### src/design/clqm_pkg.sv
// ----------------------------------------------------------------------------
// Circular linked queue manager - shared package
// Sizes, action and status codes and the request/response records.
// ----------------------------------------------------------------------------
`default_nettype none

package clqm_pkg;

    localparam int ELEMENTS = 16;
    localparam int QUEUES   = 4;

    localparam int ELEM_W   = 4;
    localparam int QUEUE_W  = 2;
    localparam int COUNT_W  = $clog2(ELEMENTS + 1);
    localparam int ACTION_W = 2;

    // Range limits, one bit wider than the fields they bound
    localparam logic [ELEM_W:0]  ELEM_LIMIT  = (ELEM_W + 1)'(ELEMENTS);
    localparam logic [QUEUE_W:0] QUEUE_LIMIT = (QUEUE_W + 1)'(QUEUES);

    typedef enum logic [ACTION_W-1:0] {
        ACT_APPEND = 2'd0,
        ACT_REMOVE = 2'd1,
        ACT_QUERY  = 2'd2
    } t_action;

    localparam logic STATUS_OK  = 1'b0;
    localparam logic STATUS_ERR = 1'b1;

    typedef struct packed {
        logic [ACTION_W-1:0] action;
        logic [QUEUE_W-1:0]  queue_id;
        logic [ELEM_W-1:0]   elem_index;
    } t_req;

    typedef struct packed {
        logic               status;
        logic [COUNT_W-1:0] count;
        logic [ELEM_W-1:0]  head_index;
        logic               queue_nonempty;
    } t_rsp;

endpackage

`default_nettype wire

### src/design/circular_linked_queue_manager.sv
// ----------------------------------------------------------------------------
// Circular linked queue manager
// Several circular doubly linked queues over one pool of element indices,
// with append, remove and query; owner tags and size counters avoid walks.
// ----------------------------------------------------------------------------
//   channel   handshake            payload
//   request   i_valid / o_ready    i_action, i_queue_id, i_elem_index
//   response  o_valid / i_ready    o_status, o_count, o_head_index,
//                                  o_queue_nonempty
//
// One transaction per cycle while the response side is not stalled; a request
// passes through the input register and then the result register before its
// response is valid. The list update is done in one pass between the two
// registers. Reset clears the linked flags and queue counts at once.
// When the response is stalled the input register fills and then o_ready
// drops; o_ready follows i_ready in the same cycle.
// ----------------------------------------------------------------------------
`default_nettype none

module circular_linked_queue_manager (
    input  wire logic                            i_clk,
    input  wire logic                            i_rst_n,
    input  wire logic                            i_valid,
    output logic                                 o_ready,
    input  wire logic [clqm_pkg::ACTION_W-1:0]   i_action,
    input  wire logic [clqm_pkg::QUEUE_W-1:0]    i_queue_id,
    input  wire logic [clqm_pkg::ELEM_W-1:0]     i_elem_index,
    output logic                                 o_valid,
    input  wire logic                            i_ready,
    output logic                                 o_status,
    output logic [clqm_pkg::COUNT_W-1:0]         o_count,
    output logic [clqm_pkg::ELEM_W-1:0]          o_head_index,
    output logic                                 o_queue_nonempty
);

    clqm_pkg::t_req in_req;
    clqm_pkg::t_req cur_req;
    clqm_pkg::t_rsp core_rsp;
    clqm_pkg::t_rsp out_rsp;
    logic           cur_valid;
    logic           out_free;
    logic           fire;

    assign in_req.action     = i_action;
    assign in_req.queue_id   = i_queue_id;
    assign in_req.elem_index = i_elem_index;

    assign fire = cur_valid && out_free;

    clqm_in_stage u_in (
        .i_clk     (i_clk),
        .i_rst_n   (i_rst_n),
        .i_valid   (i_valid),
        .o_ready   (o_ready),
        .i_req     (in_req),
        .i_advance (out_free),
        .o_valid   (cur_valid),
        .o_req     (cur_req)
    );

    clqm_list_core u_core (
        .i_clk   (i_clk),
        .i_rst_n (i_rst_n),
        .i_fire  (fire),
        .i_req   (cur_req),
        .o_rsp   (core_rsp)
    );

    clqm_out_stage u_out (
        .i_clk   (i_clk),
        .i_rst_n (i_rst_n),
        .i_load  (fire),
        .i_rsp   (core_rsp),
        .o_free  (out_free),
        .o_valid (o_valid),
        .i_ready (i_ready),
        .o_rsp   (out_rsp)
    );

    assign o_status         = out_rsp.status;
    assign o_count          = out_rsp.count;
    assign o_head_index     = out_rsp.head_index;
    assign o_queue_nonempty = out_rsp.queue_nonempty;

endmodule

`default_nettype wire

### src/design/clqm_in_stage.sv
// ----------------------------------------------------------------------------
// Circular linked queue manager - input register
// Captures one request transaction and holds it until the list logic takes it.
// ----------------------------------------------------------------------------
`default_nettype none

module clqm_in_stage (
    input  wire logic          i_clk,
    input  wire logic          i_rst_n,
    input  wire logic          i_valid,
    output logic               o_ready,
    input  wire clqm_pkg::t_req i_req,
    input  wire logic          i_advance,
    output logic               o_valid,
    output clqm_pkg::t_req     o_req
);

    logic           r_valid;
    clqm_pkg::t_req r_req;

    assign o_ready = !r_valid || i_advance;
    assign o_valid = r_valid;
    assign o_req   = r_req;

    always_ff @(posedge i_clk) begin
        if (!i_rst_n) begin
            r_valid <= 1'b0;
        end else if (i_valid && o_ready) begin
            r_valid <= 1'b1;
        end else if (i_advance) begin
            r_valid <= 1'b0;
        end
    end

    always_ff @(posedge i_clk) begin
        if (i_valid && o_ready) begin
            r_req <= i_req;
        end
    end

endmodule

`default_nettype wire

### src/design/clqm_list_core.sv
// ----------------------------------------------------------------------------
// Circular linked queue manager - list state and update logic
// Holds the link, owner, head and count state, applies one operation per cycle
// while the result register is free and forms the addressed queue's response.
// ----------------------------------------------------------------------------
`default_nettype none

module clqm_list_core (
    input  wire logic           i_clk,
    input  wire logic           i_rst_n,
    input  wire logic           i_fire,
    input  wire clqm_pkg::t_req i_req,
    output clqm_pkg::t_rsp      o_rsp
);

    localparam int EW = clqm_pkg::ELEM_W;
    localparam int QW = clqm_pkg::QUEUE_W;
    localparam int CW = clqm_pkg::COUNT_W;

    logic [EW-1:0] r_next   [clqm_pkg::ELEMENTS];
    logic [EW-1:0] r_prev   [clqm_pkg::ELEMENTS];
    logic [QW-1:0] r_owner  [clqm_pkg::ELEMENTS];
    logic          r_linked [clqm_pkg::ELEMENTS];
    logic [EW-1:0] r_head   [clqm_pkg::QUEUES];
    logic [CW-1:0] r_count  [clqm_pkg::QUEUES];

    logic [QW-1:0] q;
    logic [EW-1:0] e;
    logic          q_ok;
    logic          e_ok;
    logic [CW-1:0] cnt;
    logic [EW-1:0] head;
    logic [EW-1:0] nxt_e;
    logic [EW-1:0] prev_rd_idx;
    logic [EW-1:0] prev_rd;
    logic          app_ok;
    logic          rem_ok;
    logic          op_ok;
    logic          do_app;
    logic          do_rem;
    logic          multi;
    logic [CW-1:0] n_cnt;
    logic [EW-1:0] n_head;

    assign q     = i_req.queue_id;
    assign e     = i_req.elem_index;
    assign q_ok  = {1'b0, q} < clqm_pkg::QUEUE_LIMIT;
    assign e_ok  = {1'b0, e} < clqm_pkg::ELEM_LIMIT;
    assign cnt   = r_count[q];
    assign head  = r_head[q];
    assign nxt_e = r_next[e];
    assign multi = cnt > CW'(1);

    // Append needs the tail (prev of head), remove needs prev of the element
    assign prev_rd_idx = (i_req.action == clqm_pkg::ACT_APPEND) ? head : e;
    assign prev_rd     = r_prev[prev_rd_idx];

    assign app_ok = e_ok && !r_linked[e];
    assign rem_ok = e_ok && (cnt != '0) && r_linked[e] && (r_owner[e] == q);

    always_comb begin
        op_ok = 1'b0;
        case (i_req.action)
            clqm_pkg::ACT_APPEND: op_ok = app_ok;
            clqm_pkg::ACT_REMOVE: op_ok = rem_ok;
            clqm_pkg::ACT_QUERY:  op_ok = 1'b1;
            default:              op_ok = 1'b0;
        endcase
    end

    assign do_app = i_fire && q_ok && app_ok && (i_req.action == clqm_pkg::ACT_APPEND);
    assign do_rem = i_fire && q_ok && rem_ok && (i_req.action == clqm_pkg::ACT_REMOVE);

    always_comb begin
        n_cnt  = cnt;
        n_head = head;
        if (q_ok && op_ok && i_req.action == clqm_pkg::ACT_APPEND) begin
            n_cnt = cnt + CW'(1);
            if (cnt == '0) begin
                n_head = e;
            end
        end else if (q_ok && op_ok && i_req.action == clqm_pkg::ACT_REMOVE) begin
            n_cnt = cnt - CW'(1);
            if (multi && head == e) begin
                n_head = nxt_e;
            end
        end
    end

    always_comb begin
        o_rsp = '0;
        if (q_ok) begin
            o_rsp.status         = op_ok ? clqm_pkg::STATUS_OK : clqm_pkg::STATUS_ERR;
            o_rsp.count          = n_cnt;
            o_rsp.queue_nonempty = (n_cnt != '0);
            o_rsp.head_index     = (n_cnt != '0) ? n_head : '0;
        end else begin
            o_rsp.status = clqm_pkg::STATUS_ERR;
        end
    end

    // Link, owner and head stores: no reset, only read once written
    always_ff @(posedge i_clk) begin
        if (do_app) begin
            r_owner[e] <= q;
            if (cnt == '0) begin
                r_head[q] <= e;
                r_next[e] <= e;
                r_prev[e] <= e;
            end else begin
                r_next[prev_rd] <= e;
                r_prev[e]       <= prev_rd;
                r_next[e]       <= head;
                r_prev[head]    <= e;
            end
        end else if (do_rem && multi) begin
            r_next[prev_rd] <= nxt_e;
            r_prev[nxt_e]   <= prev_rd;
            if (head == e) begin
                r_head[q] <= nxt_e;
            end
        end
    end

    always_ff @(posedge i_clk) begin
        if (!i_rst_n) begin
            for (int i = 0; i < clqm_pkg::ELEMENTS; i++) begin
                r_linked[i] <= 1'b0;
            end
            for (int j = 0; j < clqm_pkg::QUEUES; j++) begin
                r_count[j] <= '0;
            end
        end else if (do_app || do_rem) begin
            r_linked[e] <= do_app;
            r_count[q]  <= n_cnt;
        end
    end

endmodule

`default_nettype wire

### src/design/clqm_out_stage.sv
// ----------------------------------------------------------------------------
// Circular linked queue manager - result register
// Holds one response transaction until the consumer takes it.
// ----------------------------------------------------------------------------
`default_nettype none

module clqm_out_stage (
    input  wire logic           i_clk,
    input  wire logic           i_rst_n,
    input  wire logic           i_load,
    input  wire clqm_pkg::t_rsp i_rsp,
    output logic                o_free,
    output logic                o_valid,
    input  wire logic           i_ready,
    output clqm_pkg::t_rsp      o_rsp
);

    logic           r_valid;
    clqm_pkg::t_rsp r_rsp;

    assign o_free  = !r_valid || i_ready;
    assign o_valid = r_valid;
    assign o_rsp   = r_rsp;

    always_ff @(posedge i_clk) begin
        if (!i_rst_n) begin
            r_valid <= 1'b0;
        end else if (i_load) begin
            r_valid <= 1'b1;
        end else if (i_ready) begin
            r_valid <= 1'b0;
        end
    end

    always_ff @(posedge i_clk) begin
        if (i_load) begin
            r_rsp <= i_rsp;
        end
    end

endmodule

`default_nettype wire

### config.mk
export PLATFORM = sky130hd
export DESIGN_NAME = circular_linked_queue_manager
export DESIGN_NICKNAME = d
export VERILOG_FILES = /design/src/design/clqm_pkg.sv /design/src/design/circular_linked_queue_manager.sv /design/src/design/clqm_in_stage.sv /design/src/design/clqm_list_core.sv /design/src/design/clqm_out_stage.sv
export SDC_FILE = /design/constraint.sdc
export NUM_CORES = 1
export LEC_CHECK = 0
export BUFFER_PORTS_ARGS = -buffer_cell sky130_fd_sc_hd__clkbuf_2
export CORE_UTILIZATION = 60
export DETAILED_ROUTE_END_ITERATION = 10
export PLACE_DENSITY = 0.78
export SLEW_MARGIN = 5
export SYNTH_ARGS = -nofsm -noshare
export SYNTH_HDL_FRONTEND = slang
export SYNTH_HIERARCHICAL = 1
export SYNTH_SLANG_ARGS = --single-unit
### constraint.sdc
create_clock -name i_clk -period 6.2 [get_ports i_clk]
set_input_delay 1.24 -clock i_clk [delete_from_list [all_inputs] [get_ports i_clk]]
set_output_delay 1.24 -clock i_clk [all_outputs]
set_load 0.01 [all_outputs]
Yosys cells after proc, flatten, opt, wreduce, memory -nomap -nowiden
Memories as Yosys holds them, arrays and structs flattened. A register that Yosys moved wholly into a read port is not among the register bits.
Cells that the tools add are included.
- bits in registers: 21
- memory bits (writable): 212
- input bits: 12
- output and inout bits: 13
- word-level logic and storage cells: 107
- memories kept: 6
- add/subtract/negate cells: 2
- $lt $le $gt $ge: 1
- equality and inequality tests: 5
- mux-type cells: 50
- bitwise gates (word level): 7
- reductions and logical operators: 27
- memories (memory ; words ; bits a word ; rd ports ; clocked after Yosys merged registers in ; write ports ; RTL line ; RTL):
    u_core.r_next ; 16 ; 4 ; 1 ; 1 ; 2 ; clqm_list_core.sv:20 ; logic [EW-1:0] r_next [clqm_pkg::ELEMENTS];
    u_core.r_prev ; 16 ; 4 ; 1 ; 0 ; 2 ; clqm_list_core.sv:21 ; logic [EW-1:0] r_prev [clqm_pkg::ELEMENTS];
    u_core.r_owner ; 16 ; 2 ; 1 ; 1 ; 1 ; clqm_list_core.sv:22 ; logic [QW-1:0] r_owner [clqm_pkg::ELEMENTS];
    u_core.r_count ; 4 ; 5 ; 1 ; 1 ; 4 ; clqm_list_core.sv:25 ; logic [CW-1:0] r_count [clqm_pkg::QUEUES];
    u_core.r_head ; 4 ; 4 ; 1 ; 1 ; 1 ; clqm_list_core.sv:24 ; logic [EW-1:0] r_head [clqm_pkg::QUEUES];
    u_core.r_linked ; 16 ; 1 ; 1 ; 1 ; 16 ; clqm_list_core.sv:23 ; logic r_linked [clqm_pkg::ELEMENTS];
- operator list (operator ; count):
    $mux 4 ; 15
    $mux 1 ; 28
    $mux 5 ; 3
    $logic_and 1x1->1 ; 12
    $reduce_bool 5->1 ; 2
    $eq 4x4->1 ; 2
    $mux 2 ; 3
    $add 5x1->5 const B ; 1
    $gt 5x1->1 const B ; 1
    $logic_not 5->1 ; 1
    $reduce_or 5->1 ; 1
    $sub 5x1->5 const B ; 1
    $or 1x1->1 ; 4
    $reduce_bool 2->1 ; 2
    $reduce_or 4->1 ; 1
    $logic_not 1->1 ; 3
    $logic_or 1x1->1 ; 3
    $pmux 1 s3 ; 1
    $and 1x1->1 ; 2
    $eq 2x1->1 const B ; 1
    $eq 2x2->1 ; 1
    $eq 2x2->1 const B ; 1
    $logic_not 2->1 ; 1
    $not 1->1 ; 1
    $reduce_or 1->1 ; 1

Logic depth before layout (Yosys ltp)
- word-level depth: 11
- mapped depth: 17

Hierarchy
The synthesis kept the hierarchy.
- modules (own cells, without submodules) (module ; instances ; cells each ; area an instance (um2) ; sequential area each (um2)):
    clqm_list_core ; 1 ; 977 ; 11566.1 ; 6206.0
    clqm_out_stage ; 1 ; 15 ; 379.1 ; 350.3
    clqm_in_stage ; 1 ; 13 ; 297.8 ; 260.2
    circular_linked_queue_manager ; 1 ; 1 ; 6.3 ; 0.0

Worst setup path after synthesis
No wires, ideal clock.
- kind: reg-to-reg
- start: register u_in.r_req, in the netlist u_in/o_req[4]
- end: memory u_core/r_prev[8][0] (netlist name), enable pin
- setup time: 0.361 ns
- arrival: 4.122 ns
- data required time: 5.839 ns
- slack: 1.717 ns
- cell stages (with the launch flop): 16
- buffers on the path: 4
- clock period less this slack: 4.483 ns
- cells stage by stage: edfxtp_1 -> buf_2 -> buf_2 -> mux4_2 -> inv_1 -> ha_1 -> inv_1 -> or4_1 -> nand2_1 -> nor3_4 -> and4_1 -> buf_4 -> mux2i_1 -> clkbuf_1 -> nand3_1 -> o21ai_0
- RTL lines (item ; RTL line ; RTL):
    from (decl) ; clqm_in_stage.sv:19 ; clqm_pkg::t_req r_req;
    from (signal assigned) ; clqm_in_stage.sv:37 ; r_req <= i_req;
    to (decl) ; clqm_list_core.sv:21 ;

==> flow_summary.ini <==
[synthesis]
post_synth_num_cell_types = 74
async_flop_share_pct = 0
mappedNetlistArea_um2 = 12200
postSynthAreaPerCell_um2 = 12.2
synthesis.nets = 1021
synth_seq_area_share_pct = 55.6
synth_edf_count = 215
ys.warnings.count = 6
synth_cells = 1006
ys_seq_elements = 233
ys_dominant_reg_cell = edfxtp_1

[clock_tree]
cts.clk_slew.worst_paths_ns = 0.06
post-cts-setup-buffers = 0
clkLatencyLatePin_ns = 0.52
cts.htree.levels = 1
cts.root.buffer_cell = clkbuf_16
cts_hold_repair.buffers = 0
post_cts_resized = 0
clock-sinks = 233
cts_tree = done
cts-root-to-sink-buffers = 3
cts-buffers-inserted = 25

[floorplanning]
fp.dieW_um = 145
initial_core_util_pct = 62.1
dieArea_um2 = 21000
design.core.area_um2 = 19700
die-height_um = 145
placementRows = 51
ioPinCount = 25

[timing]
max_freq_mhz = 193
rsz0062_at_grt = false
hold_viol = 0
timing.final.max_slew_violations = 0
worst_slew_pin_slew_ns = 1.02
timing.final.crit_share_pct = 83.6
clock_skew_ns = 0.0170
finalWorstPathRequiredPeriod_ns = 5.18
setup_total_negative_slack_ns = 0
timing.max_slew.rel_slack_pct = 31.9
finalSetupViolCount = 0

[route]
vias_per_cell = 6.76
drcViolationCount = 0
antenna_left = 0
drt_wl_total_mm = 31.6
drtIter0Drc = 984
dr.pass1.iters = 5
post_dr_wirelength_cell_um = 24.4
vias = 8774

[run]
maxCapViolCount = 0

[global_routing]
first_global_vias = 8418
antenna_violations_before_repair = 0
grt_max_degree = 36
grt.total_usage_pct = 31.6
gr-total-overflow = 0
grt_first_pass_wirelength_mm = 48.8

[layout]
fraction_of_layout_instances_using_a_drive_strength_above_1_pct = 16.7
finish.net_count = 1031
layout_commonest_cell = edfxtp_1
most-common-layout-cells = edfxtp_1 (215), nand2_1 (126), mux2i_1 (103), o21ai_0 (82), nor2_1 (56)
areaGrowthSynthToFinish_pct = 9.62
final.fill_count = 1366
antenna_cells = 0

[pwr]
p_leak_nw = 4.97
ir_drop_mv = 0.259
power_mw = 3.60
powerDensity_nw_per_um2 = 268

[place]
io_buffers = 24
finalWeightedCongestion = 0.969
hpwlAfterDp_mm = 22.1

[setup_path]
path_max_fanout = 15
critPathArrivalTime_ns = 5.39
worst-endpoint-required_ns = 6.41
cp-end-kind = flop
timing.critical_path.from_type = flop
worst-setup-path-type = reg2reg

[outcome]
run_status = complete, no violations

[min_path]
timing.hold.worst.class = reg2reg
[cells in the mapped netlist, drive strengths merged, types with 3 or more instances]
cell	instances	area share, %
xor2	4	0.29
clkbuf	50	1.5
nand2b	10	0.63
nand4	16	0.82
buf	22	1.0
mux2	4	0.37
nor3	11	0.54
o22ai	13	0.66
a22oi	5	0.31
or2	5	0.26
o32ai	3	0.21
or3	6	0.31
nand3	24	0.98
a22o	4	0.29
and2	7	0.38
a211oi	17	1.2
a21o	3	0.18
a211o	4	0.29
dfxtp	18	2.9
mux4	40	7.4
nor2	57	1.8
mux2i	105	8.6
edfxtp	215	53
nor2b	13	0.66
xnor2	6	0.43
nand2	126	3.9
a21boi	17	1.1
o21ai	83	3.4
o211a	4	0.33
a31oi	6	0.31
o21a	4	0.25
inv	30	0.92
o211ai	10	0.98
a2111oi	5	0.37
a21oi	14	0.60
ha	3	0.31
a32oi	3	0.21
and3	11	0.56
[area by class of cell]
class	count	area (um^2)	area share, %
Sequential cell	233	6820	50.8
Clock inverter	15	139	1.03
Clock buffer	29	641	4.77
Tap cell	265	332	2.47
Timing Repair Buffer	55	353	2.63
Multi-Input combinational cell	669	5030	37.4
Inverter	32	120	0.895
[registers in the layout (all words and copies together) (netlist names)]
| register | cells |
|---|---|
| u_out/o_valid | 1 |
| u_core/r_next | 64 |
| u_core/r_count | 20 |
| u_in/o_req | 8 |
| u_core/r_head | 16 |
| u_core/r_linked | 16 |
| u_core/r_prev | 64 |
| u_core/r_owner | 32 |
| u_out/o_rsp | 11 |
| u_in/o_valid | 1 |
[kinds of logic (layout without fill, tap and decap cells)]
family	Yosys count	count (layout)	share of synthesized area (%)
buffers and inverters	104	131	3.54
adders and majority gates	3	3	0.306
muxes	149	149	16.4
AOI/OAI and AO/OA	212	212	12.0
and+or+nand+nor	295	295	11.5
DFF	233	233	55.6
xor gates and xnor gates	10	10	0.715
[worst max-delay path, stage by stage (launching register included)]
cell and delay [ns]:
edfxtp_1 0.85, mux4_2 0.75, a21oi_2 0.58, nand2_1 0.15, o32ai_1 0.31, a2111oi_1 0.16, a2111oi_0 0.90, o311ai_2 0.26
buf_4 0.26, o211ai_2 0.33, o21ai_0 0.29
[through the flow]
step	util, %	setup slack (ns)	cell area (um^2)	hold slack, ns	std cells
floorplan	-	1.72	12200	0.454	1006
global placement	64.1	1.32	12600	0.463	1254
detailed placement	64.1	1.17	12600	0.478	1254
CTS	68.1	1.10	13400	0.487	1298
global route	68.1	0.558	13400	0.527	1298
finish	68.1	1.02	13400	0.488	1298
[final timing paths]
check / slack (ns) / from / depth (start not counted) / end
hold / removal: 0.49 / u_core/r_linked[6] / 2 / u_core/r_linked[6]
setup / recovery: 1.02 / u_in/o_req[4] / 10 / u_core/r_next[12][1]
setup reg to reg: 1.02 / u_in/o_req[4] / 10 / u_core/r_next[12][1]
hold reg to reg: 0.49 / u_core/r_linked[6] / 2 / u_core/r_linked[6]
[metal layers]
layer / part of all wire (%) / track usage (%) / vias to the layer above
met1: 41 / 45.3 / 4263
li1: - / - / 3853
met3: 9.9 / 4.57 / 84
met5: 0 / 0 / -
met4: 3.4 / 12.3 / 0
met2: 46 / 48.8 / 574
[report_power, final]
part	leakage (nW)	total, mW	internal, mW	switching, mW
sequential	2.12	1.76	1.74	0.0178
clock	0.382	1.43	0.826	0.607
combinational	2.47	0.406	0.135	0.271
total	4.97	3.60	2.70	0.896
Power figures use the tool's default switching activity.
